<file path="config.mk">
export PLATFORM = sky130hd
export DESIGN_NAME = dpdp_ram
export DESIGN_NICKNAME = d
export VERILOG_FILES = /design/src/rtl/dpdp_ram.sv
export SDC_FILE = /design/constraint.sdc
export NUM_CORES = 1
export LEC_CHECK = 0
export BUFFER_PORTS_ARGS = -buffer_cell sky130_fd_sc_hd__buf_2
export CAP_MARGIN = 15
export CORE_MARGIN = 1.5
export CORE_UTILIZATION = 60
export DETAILED_ROUTE_END_ITERATION = 12
export GPL_TIMING_DRIVEN = 1
export PLACE_DENSITY = 0.78
export RECOVER_POWER = 50
export SYNTH_ARGS = -nofsm -noshare
export SYNTH_HDL_FRONTEND = slang
export SYNTH_SLANG_ARGS = --single-unit
</file>
<file path="constraint.sdc">
create_clock -name clk -period 6.11 [get_ports clk]
set_clock_uncertainty 0.05 [all_clocks]
set_input_delay 1.222 -clock clk [delete_from_list [all_inputs] [get_ports clk]]
set_output_delay 1.222 -clock clk [all_outputs]
set_load 0.01 [all_outputs]
</file>
<file path="src/rtl/dpdp_ram.sv">
// dpdp_ram: generic single write port, single read port ram with registered read
// no dependencies
`timescale 1ns / 1ps
`default_nettype none
module dpdp_ram #(
  parameter int WIDTH = 8,
  parameter int DEPTH = 16
) (
  input  wire logic                     clk,
  input  wire logic                     we,
  input  wire logic [$clog2(DEPTH)-1:0] waddr,
  input  wire logic [WIDTH-1:0]         wdata,
  input  wire logic [$clog2(DEPTH)-1:0] raddr,
  output logic      [WIDTH-1:0]         rdata
);
  logic [WIDTH-1:0] mem [DEPTH];

  // write and registered read
  always_ff @(posedge clk) begin
    if (we) begin
      mem[waddr] <= wdata;
    end
    rdata <= mem[raddr];
  end
endmodule
`default_nettype wire

</file>
==> results by group, run 1 <==
Synth
  • Synth top area share: between 70% and 80%
  • Yosys warns: 0
  • Cell variety after synth: 19
  • Synth Register Bits: 136
  • Synth area leader: edfxtp_1
  • Synthesized area per cell: roughly 22 um^2
  • Syn Nets: between 200 and 250
  • Mapped cell area: 0.00515 mm^2
  • Synth top cells by count: 128 x edfxtp_1, 18 x mux4_2, 16 x a22oi_1, 14 x mux4_1, 13 x nor2_1
  • Largest cells by area after synthesis: edfxtp_1 75%, mux4_2 7.9%, mux4_1 7.1%
  • Register area share after synthesis: between 70 and 80%
  • Post-Synthesis Cells: between 200 and 250
  • Async SR Flop Fraction: 0%
  • Primary FF master, synth: edfxtp_1
  • Most common cell in the synthesized netlist: edfxtp_1
  • Number of synthesized flops with an enable pin: about 130

Power
  • Logic gate share of total power: 4.2%
  • Net Sw Frac: about a fifth
  • Clock power frac: between 40% and 50%
  • Reg power frac: 48.8%
  • Pwr per Cell Area: ~360 mW/mm^2
  • Switching pwr: 0.436 mW
  • Internal power: around 1.7 mW
  • VDD IR-drop max: approximately 0.26 mV
  • Pleak: 1.96 nW
  • Total Power: ~2.2 mW

Final layout
  • Final Instance Count excl. Fillers: 384
  • Syn-to-layout area delta: 15.2%
  • Share of cells above drive strength 1: between 20% and 30%
  • Fin nets: 284
  • ANT cells: 0

Setup path
  • Crit Path Class: in2reg
  • Critical Path, Cell by Cell: buf_2 > mux4_1 > a22oi_1 > nand2_1
  • CP max stage delay: ~0.76 ns
  • Setup crit start kind: input port
  • Crit end category: register
  • Slowest CP cell: buf_2
  • Critical path arrival: between 3 and 4 ns
  • CP Data Required Time: approximately 6.5 ns
  • Crit-path max FO: 32

Drt
  • Drt wl/cell: between 20 and 25 um
  • Initial DRT Pass Iterations: 4
  • DRC viols: 0
  • Vias: ~2.4k
  • Routed vias/inst: about 6.3
  • Final Routed Wirelength: 9.29 mm
  • Initial DRC Count: approximately 190
  • Post-route ant nets: 0

Floorplan
  • Die Height: approximately 96 um
  • Die Wd: 95.6 um
  • Placeable Area: slightly above 0.008 mm^2
  • DIE AREA: approximately 0.0091 mm^2
  • Row cnt: 33
  • Starting density of the core: roughly 62%
  • Ports: 26

Global routing
  • M2 GR Usage: between 30% and 40%
  • GRT Util Overall: between 20% and 30%
  • Routing usage on met1: between 30% and 40%
  • Grt total ovfl: 0
  • GR peak layer: met2
  • Vias in the first global route: 2301
  • Initial antenna violation count: 0
  • Largest net degree at the start of global routing: 33
  • GR Util met3: between 6 and 7%
  • Global-route wire length before repair: 13.5 mm

STA
  • Final hold violation count: 0
  • Achievable frequency: 367 MHz
  • Setup-failing EPs final: 0
  • Worst-Margin Slew: 1.02 ns
  • Slew Viols, Final: 0
  • Setup TNS: 0 ns
  • Unrepaired setup endpoints after global routing: no
  • Slew HR: between 30% and 40%
  • Fin crit period: ~2.7 ns
  • Final worst slack: 3.39 ns
  • Period utilization: between 40 and 50%

Clocking
  • Resized cells post-CTS: 0
  • CTS H-tree depth: 4
  • TritonCTS Buffers: 17
  • Clock transition at path regs: 0.06 ns
  • Root Buffer: clkbuf_8
  • Clock latency on the worst-skew pair: between 0.5 and 0.6 ns
  • Clock tree sinks: 136
  • Hold buffers post-CTS: 0
  • Post-CTS Setup Inserts: 0
  • CTS tree: built
  • Clock buffer depth: 2

Flow run
  • Maxcap violations: 0

Placement
  • Dpl hpwl: approximately 5.6 mm
  • Buffers on Ports: 25
  • # placed instances: ~350
  • RePlAce Congestion: ~0.76
  • Pre-CTS setup slack: ~2.8 ns

Outcome
  • Status: complete, no violations

Min path
  • Hold/Removal Path Class: reg2reg
-- sequential cells by signal, indices dropped and copies added (netlist names) --
name   flops
mem      128
rdata      8
-- worst paths after layout --
check | start | to | slack [ns] | cells past startpoint
min | mem[13][5] | rdata[5] | 0.64 | 3
max reg2reg | mem[1][2] | rdata[2] | 4.66 | 3
max | raddr[0] | rdata[2] | 3.39 | 4
min reg2reg | mem[13][5] | rdata[5] | 0.64 | 3
-- worst max-delay path: cells and delay by family --
family / cells / cell delay [ns]
buffers and inverters: 1 / 0.76
AOI/OAI and AO/OA: 1 / 0.29
and+or+nand+nor: 1 / 0.11
muxes: 1 / 0.66
-- stage by stage --
step / utilization, % / hold WS [ns] / instance area [um^2]
after floorplan: - / 0.579 / 5150
after global placement: 64.6 / 0.595 / 5340
after detailed placement: 64.6 / 0.615 / 5340
after CTS: 71.9 / 0.630 / 5940
after global routing: 71.8 / 0.670 / 5930
final: 71.8 / 0.636 / 5930
-- cell families (layout without fill, tap and decap cells) --
| family | count (synthesis) | after routing | share of synthesized area, % |
|---|---|---|---|
| buffers and inverters | 10 | 60 | 1.68 |
| muxes | 32 | 32 | 15.0 |
| DFF | 136 | 136 | 77.8 |
| and+or+nand+nor | 35 | 35 | 3.18 |
| AOI/OAI and AO/OA | 16 | 16 | 2.33 |
-- layout make-up --
class | instances | area (um^2)
clock inverters | 13 | 171
flip-flops and latches | 136 | 4000
multi-input cells | 83 | 1060
repair buffers | 28 | 130
fillers | 485 | 2330
clock buffers | 19 | 432
well taps | 105 | 131
-- layout by cell type, fill, tap and decap left out, drive strengths merged, types with 2 or more instances in the layout --
master	n
inv	2
clkinv	3
buf	17
nor3	4
nand3b	2
nand2	9
nor2	13
mux4	32
edfxtp	128
nand2b	2
a22oi	16
bufinv	3
dfxtp	8
clkinvlp	5
clkbuf	30
-- routing by layer --
metal	routed length, um	share of wire [%]	vias up
met1	4030	43	1236
met3	623	6.7	15
met5	0	0	-
li1	-	-	1045
met4	180	1.9	0
met2	4450	48	109
-- power groups by stage --
stage / Combinational [mW] / Clock [mW] / Sequential, mW
detailed placement: 0.0916 / 0 / 1.07
finish: 0.0912 / 1.01 / 1.05
global route: 0.0988 / 1.05 / 1.05
CTS: 0.0929 / 1.02 / 1.05
global placement: 0.0899 / 0 / 1.07
floorplan: 0.0529 / 0 / 1.07
Note: power is estimated with default switching activity, not from simulation.
==> run 2, diff against run 1 <==
CORE_UTILIZATION = 54   (was 60)
PLACE_DENSITY = 0.74   (was 0.78)
clock period = 2.4 ns   (was 6.11 ns; I/O delays follow)
==> run 2 against run 1 <==
  * Via count rose by 1.7%
  * Non-clock buffer count rose by 17
  * Register-to-register slack got worse by 3.7 ns
==> results by group, run 2 (synthesis results as in run 1) <==
Floorplan
  • Row cnt: 35
  • Ports: 26
  • Placeable Area: approximately 0.0092 mm^2
  • Starting density of the core: 55.7%
  • Die Height: around 100 um
  • Die Wd: around 100 um
  • DIE AREA: just over 0.01 mm^2

Drt
  • Vias: about 2.4k
  • Drt wl/cell: around 22 um
  • Final Routed Wirelength: 9.50 mm
  • Post-route ant nets: 0
  • DRC viols: 0
  • Initial DRC Count: 127
  • Routed vias/inst: ~5.8
  • Initial DRT Pass Iterations: 4

Clocking
  • Post-CTS Setup Inserts: 0
  • CTS H-tree depth: 4
  • Clock transition at path regs: around 0.060 ns
  • Clock buffer depth: 2
  • Clock tree sinks: roughly 140
  • Resized cells post-CTS: 0
  • CTS tree: built
  • Root Buffer: clkbuf_8
  • Clock latency on the worst-skew pair: 0.51 ns
  • Hold buffers post-CTS: 0
  • TritonCTS Buffers: 17

STA
  • Setup TNS: 0 ns
  • Unrepaired setup endpoints after global routing: no
  • Final worst slack: 0.807 ns
  • Period utilization: between 60% and 70%
  • Fin crit period: ~1.6 ns
  • Final hold violation count: 0
  • Slew HR: between 50% and 60%
  • Achievable frequency: 628 MHz
  • Slew Viols, Final: 0
  • Worst-Margin Slew: around 0.69 ns
  • Setup-failing EPs final: 0

Setup path
  • CP Data Required Time: around 2.7 ns
  • Critical R2R Launch: mem[9][2]
  • Crit-path max FO: 19
  • Setup crit start kind: input port
  • Crit Path Class: in2reg
  • Crit end category: register
  • Setup crit start: raddr[0]
  • Critical path arrival: approximately 1.9 ns

Global routing
  • GRT Util Overall: a little over a fifth
  • Global-route wire length before repair: between 10 and 15 mm
  • Largest net degree at the start of global routing: 21
  • Initial antenna violation count: 0
  • Grt total ovfl: 0
  • Vias in the first global route: 2599

Final layout
  • Share of cells above drive strength 1: between 20% and 30%
  • Biggest register: mem
  • Fin nets: ~300
  • Post-route cell area: a little over 0.006 mm^2
  • Most frequent cells in the layout: 128 x edfxtp_1, 19 x buf_4, 18 x mux4_2
  • Layout Utilization: between 60% and 70%
  • ANT cells: 0
  • Largest regs: mem: 128 flops, rdata: 8 flops
  • Max reg flops: ~130
  • Most common cell after layout, fill and taps aside: edfxtp_1
  • Syn-to-layout area delta: 18.2%

Power
  • Pwr per Cell Area: between 900 and 1000 mW/mm^2
  • Pleak: roughly 2.0 nW
  • Total Power: 5.51 mW
  • VDD IR-drop max: approximately 0.48 mV

Placement
  • Dpl hpwl: approximately 6.1 mm
  • Buffers on Ports: 25
  • Dpl cell area: 0.00550 mm^2
  • Pre-CTS setup slack: about 0.37 ns
  • RePlAce Congestion: 0.706

Outcome
  • Status: complete, no violations

Min path
  • Hold/Removal Path Class: in2reg
  • Worst Min Path Start: wdata[4]

Flow run
  • Maxcap violations: 0
-- run 2: cell count changes in the layout (fill, tap and decap cells not counted), moves of 2 or more --
cell	previous run	this run
buf_4	1	19
clkinv_1	0	2
clkinv_4	3	1
inv_6	2	0
-- run 2: power breakdown --
group	internal (mW)	switching [mW]	total, mW
sequential	2.66	0.0175	2.67
combinational	0.101	0.139	0.239
clock	1.68	0.918	2.59
total	4.43	1.07	5.51
-- run 2: area by class of cell --
cell class	instances	area (um^2)
clock buffer	19	422
sequential	136	4000
multi-input combinational	83	1060
fill	605	3160
timing repair buffer	45	260
tap	129	161
clock inverter	13	179
-- run 2: path summary, 6_finish.rpt --
kind	slack [ns]	depth (start not counted)	end
hold / removal	0.45	1	mem[7][4]
hold reg to reg	0.63	3	rdata[3]
setup reg to reg	0.95	3	rdata[2]
setup / recovery	0.81	5	rdata[2]
-- run 2: critical path, cell delays in order --
cell and delay (ns):
buf_2 0.11, buf_4 0.33, mux4_1 0.61, a22oi_1 0.28
nand2_1 0.09
-- run 2: stage by stage --
stage	instances	hold WS (ns)
finish	425	0.450
global route	425	0.464
CTS	425	0.289
detailed placement	393	0.621
global placement	393	0.608
floorplan	229	0.529
-- run 2: routing by layer --
metal  wire (um)  global-route usage (%)  vias to the layer above  share of wire (%)
met2        4920                    33.7                       73                 52
met4         179                    10.6                        0                1.9
met5           0                       0                        -                  0
met3         457                    5.06                       13                4.8
met1        3940                    27.2                     1279                 42
li1            -                       -                     1080                  -
==> run 3, diff against run 2 <==
clock period = 1.3 ns   (was 2.4 ns; I/O delays follow)
==> run 3 against run 2 <==
  * The run now ends with negative setup slack left
  * Critical path depth shrank 2
  * Sequential cell count unchanged
  * Core utilization increased by 2.0 points
  * Clock power is 77% higher
  * Total power increased by 83%
  * Worst setup slack worse by 0.86 ns
  * Worst hold slack lost 0.22 ns
==> results by group, run 3 (synthesis results as in run 1) <==
STA
  • Period utilization: 104%
  • Slew Viols, Final: 0
  • Fin crit period: 1.35 ns
  • Achievable frequency: around 740 MHz
  • Slew HR: between 40% and 50%
  • Setup-failing EPs final: 6
  • Final worst slack: -0.0532 ns
  • Unrepaired setup endpoints after global routing: yes
  • Final hold violation count: 0
  • Worst-Margin Slew: between 0.8 and 0.9 ns

Final layout
  • Layout Utilization: between 60% and 70%
  • Biggest register: mem
  • Layout filler cell count: between 500 and 600
  • Syn-to-layout area delta: 21.8%
  • Share of cells above drive strength 1: 41.8%
  • Post-route cell area: 0.00627 mm^2
  • Fin nets: 311
  • Max reg flops: roughly 130
  • Largest regs: mem: 128 flops, rdata: 8 flops
  • Most common cell after layout, fill and taps aside: edfxtp_1
  • Most frequent cells in the layout: 128 x edfxtp_1, 32 x mux4_2, 24 x buf_4, 16 x clkbuf_16, 15 x buf_2

Floorplan
  • Die Height: ~100 um
  • Row cnt: 35
  • Starting density of the core: between 50% and 60%
  • Ports: 26
  • Die Wd: about 100 um
  • DIE AREA: around 0.010 mm^2
  • Placeable Area: a little over 0.009 mm^2

Drt
  • Routed vias/inst: 5.61
  • Drt wl/cell: roughly 22 um
  • Final Routed Wirelength: 9.58 mm
  • Initial DRC Count: 158
  • Vias: ~2.4k
  • DRC viols: 0
  • Post-route ant nets: 0
  • Initial DRT Pass Iterations: 4

Min path
  • Worst Min Path Start: wdata[1]
  • Hold/Removal Path Class: in2reg

Setup path
  • Crit end category: register
  • Crit path to: rdata[6]
  • Worst Reg2Reg Path Length in Cells: 3
  • Reg-to-reg critical path endpoint: rdata[6]
  • CP Data Required Time: 1.65 ns
  • Setup crit start: mem[10][6]
  • Critical R2R Launch: mem[10][6]
  • Crit Path Class: reg2reg
  • Critical path arrival: 1.70 ns
  • Crit-path max FO: 1
  • Setup crit start kind: register
  • R2r setup slk: -0.05 ns

Clocking
  • Clock latency on the worst-skew pair: ~0.51 ns
  • Clock tree sinks: between 100 and 150
  • CTS tree: built
  • Clock transition at path regs: around 0.06 ns
  • Root Buffer: clkbuf_8
  • CTS H-tree depth: 4
  • Hold buffers post-CTS: 0
  • TritonCTS Buffers: 17
  • Clock buffer depth: 2

Global routing
  • GRT Util Overall: a little over a fifth
  • Initial antenna violation count: 1
  • Global-route wire length before repair: between 10 and 15 mm
  • Grt total ovfl: 0
  • Largest net degree at the start of global routing: 17
  • Vias in the first global route: approximately 2.6k

Outcome
  • Status: finished, violations left
  • Failing checks: negative setup slack

Power
  • Reg power frac: between 40% and 50%
  • VDD IR-drop max: 1.15 mV
  • Pleak: 2.08 nW
  • Pwr per Cell Area: about 1600 mW/mm^2
  • Logic gate share of total power: 5.3%
  • Net Sw Frac: 20.4%
  • Switching pwr: roughly 2.1 mW
  • Internal power: about 8 mW
  • Clock power frac: a little under half

Flow run
  • Maxcap violations: 0

Placement
  • Dpl cell area: between 0.005 and 0.006 mm^2
  • RePlAce Congestion: approximately 0.75
  • Buffers on Ports: 25
  • Pre-CTS setup slack: -0.379 ns
  • Dpl hpwl: 6.08 mm
run 3: cell count changes in the layout (fill, tap and decap cells not counted), moves of 4 or more:
cell     delta
mux4_1     -14
buf_12      +5
mux4_2     +14
a22oi_2     +8
nor3_1      -4
buf_4       +5
a22oi_1     -8
run 3: worst min path at each step:
stage	end	slack [ns]	cells after the start
global route	mem[7][6]	0.25	1
global placement	mem[6][4]	0.59	1
CTS	mem[7][4]	0.06	1
detailed placement	mem[6][4]	0.61	1
floorplan	mem[0][0]	0.31	0
finish	mem[13][1]	0.23	1
run 3: power by group through the flow:
stage / Combinational (mW) / Clock [mW] / Sequential, mW
final: 0.537 / 4.59 / 4.94
after global routing: 0.577 / 4.87 / 4.94
after CTS: 0.545 / 4.68 / 4.94
after global placement: 0.499 / 0 / 5.02
after detailed placement: 0.514 / 0 / 5.02
after floorplan: 0.279 / 0 / 5.03
run 3: layout make-up:
cell class	instances	area, um^2	share of cell area, %
clock buffers	20	445	7.11
diodes	1	2.50	0.0399
clock inverters	12	143	2.28
repair buffers	55	412	6.57
flip-flops and latches	136	4010	63.9
multi-input cells	83	1100	17.5
well taps	129	161	2.58
run 3: what timing repair did:
item	4_1_cts	5_1_grt
buffers inserted	0	0
pin swaps	0	3
resized for setup	11	3
endpoints found under the setup margin	10	12
run 3: critical path: stages (launching register included):
cell	delay, ns
edfxtp_1	0.39
mux4_2	0.51
a22oi_1	0.19
nand2_1	0.09
run 3: per-layer routing:
layer / up-vias / track usage (%) / routed length [um]
met4: 0 / 10.7 / 226
met1: 1237 / 28.4 / 4000
met5: - / 0 / 0
met2: 105 / 31.9 / 4660
li1: 1090 / - / -
met3: 15 / 6.59 / 696
run 3: per-stage QoR:
| step | TNS (ns) | hold slack, ns | std cells | total power, mW |
|---|---|---|---|---|
| finish | -0.135 | 0.225 | 436 | 10.1 |
| global route | -0.392 | 0.246 | 436 | 10.4 |
| CTS | -0.109 | 0.0574 | 435 | 10.2 |
| detailed placement | -22.38 | 0.606 | 403 | 5.54 |
| global placement | -19.12 | 0.591 | 403 | 5.52 |
| floorplan | -1.70 | 0.309 | 229 | 5.31 |
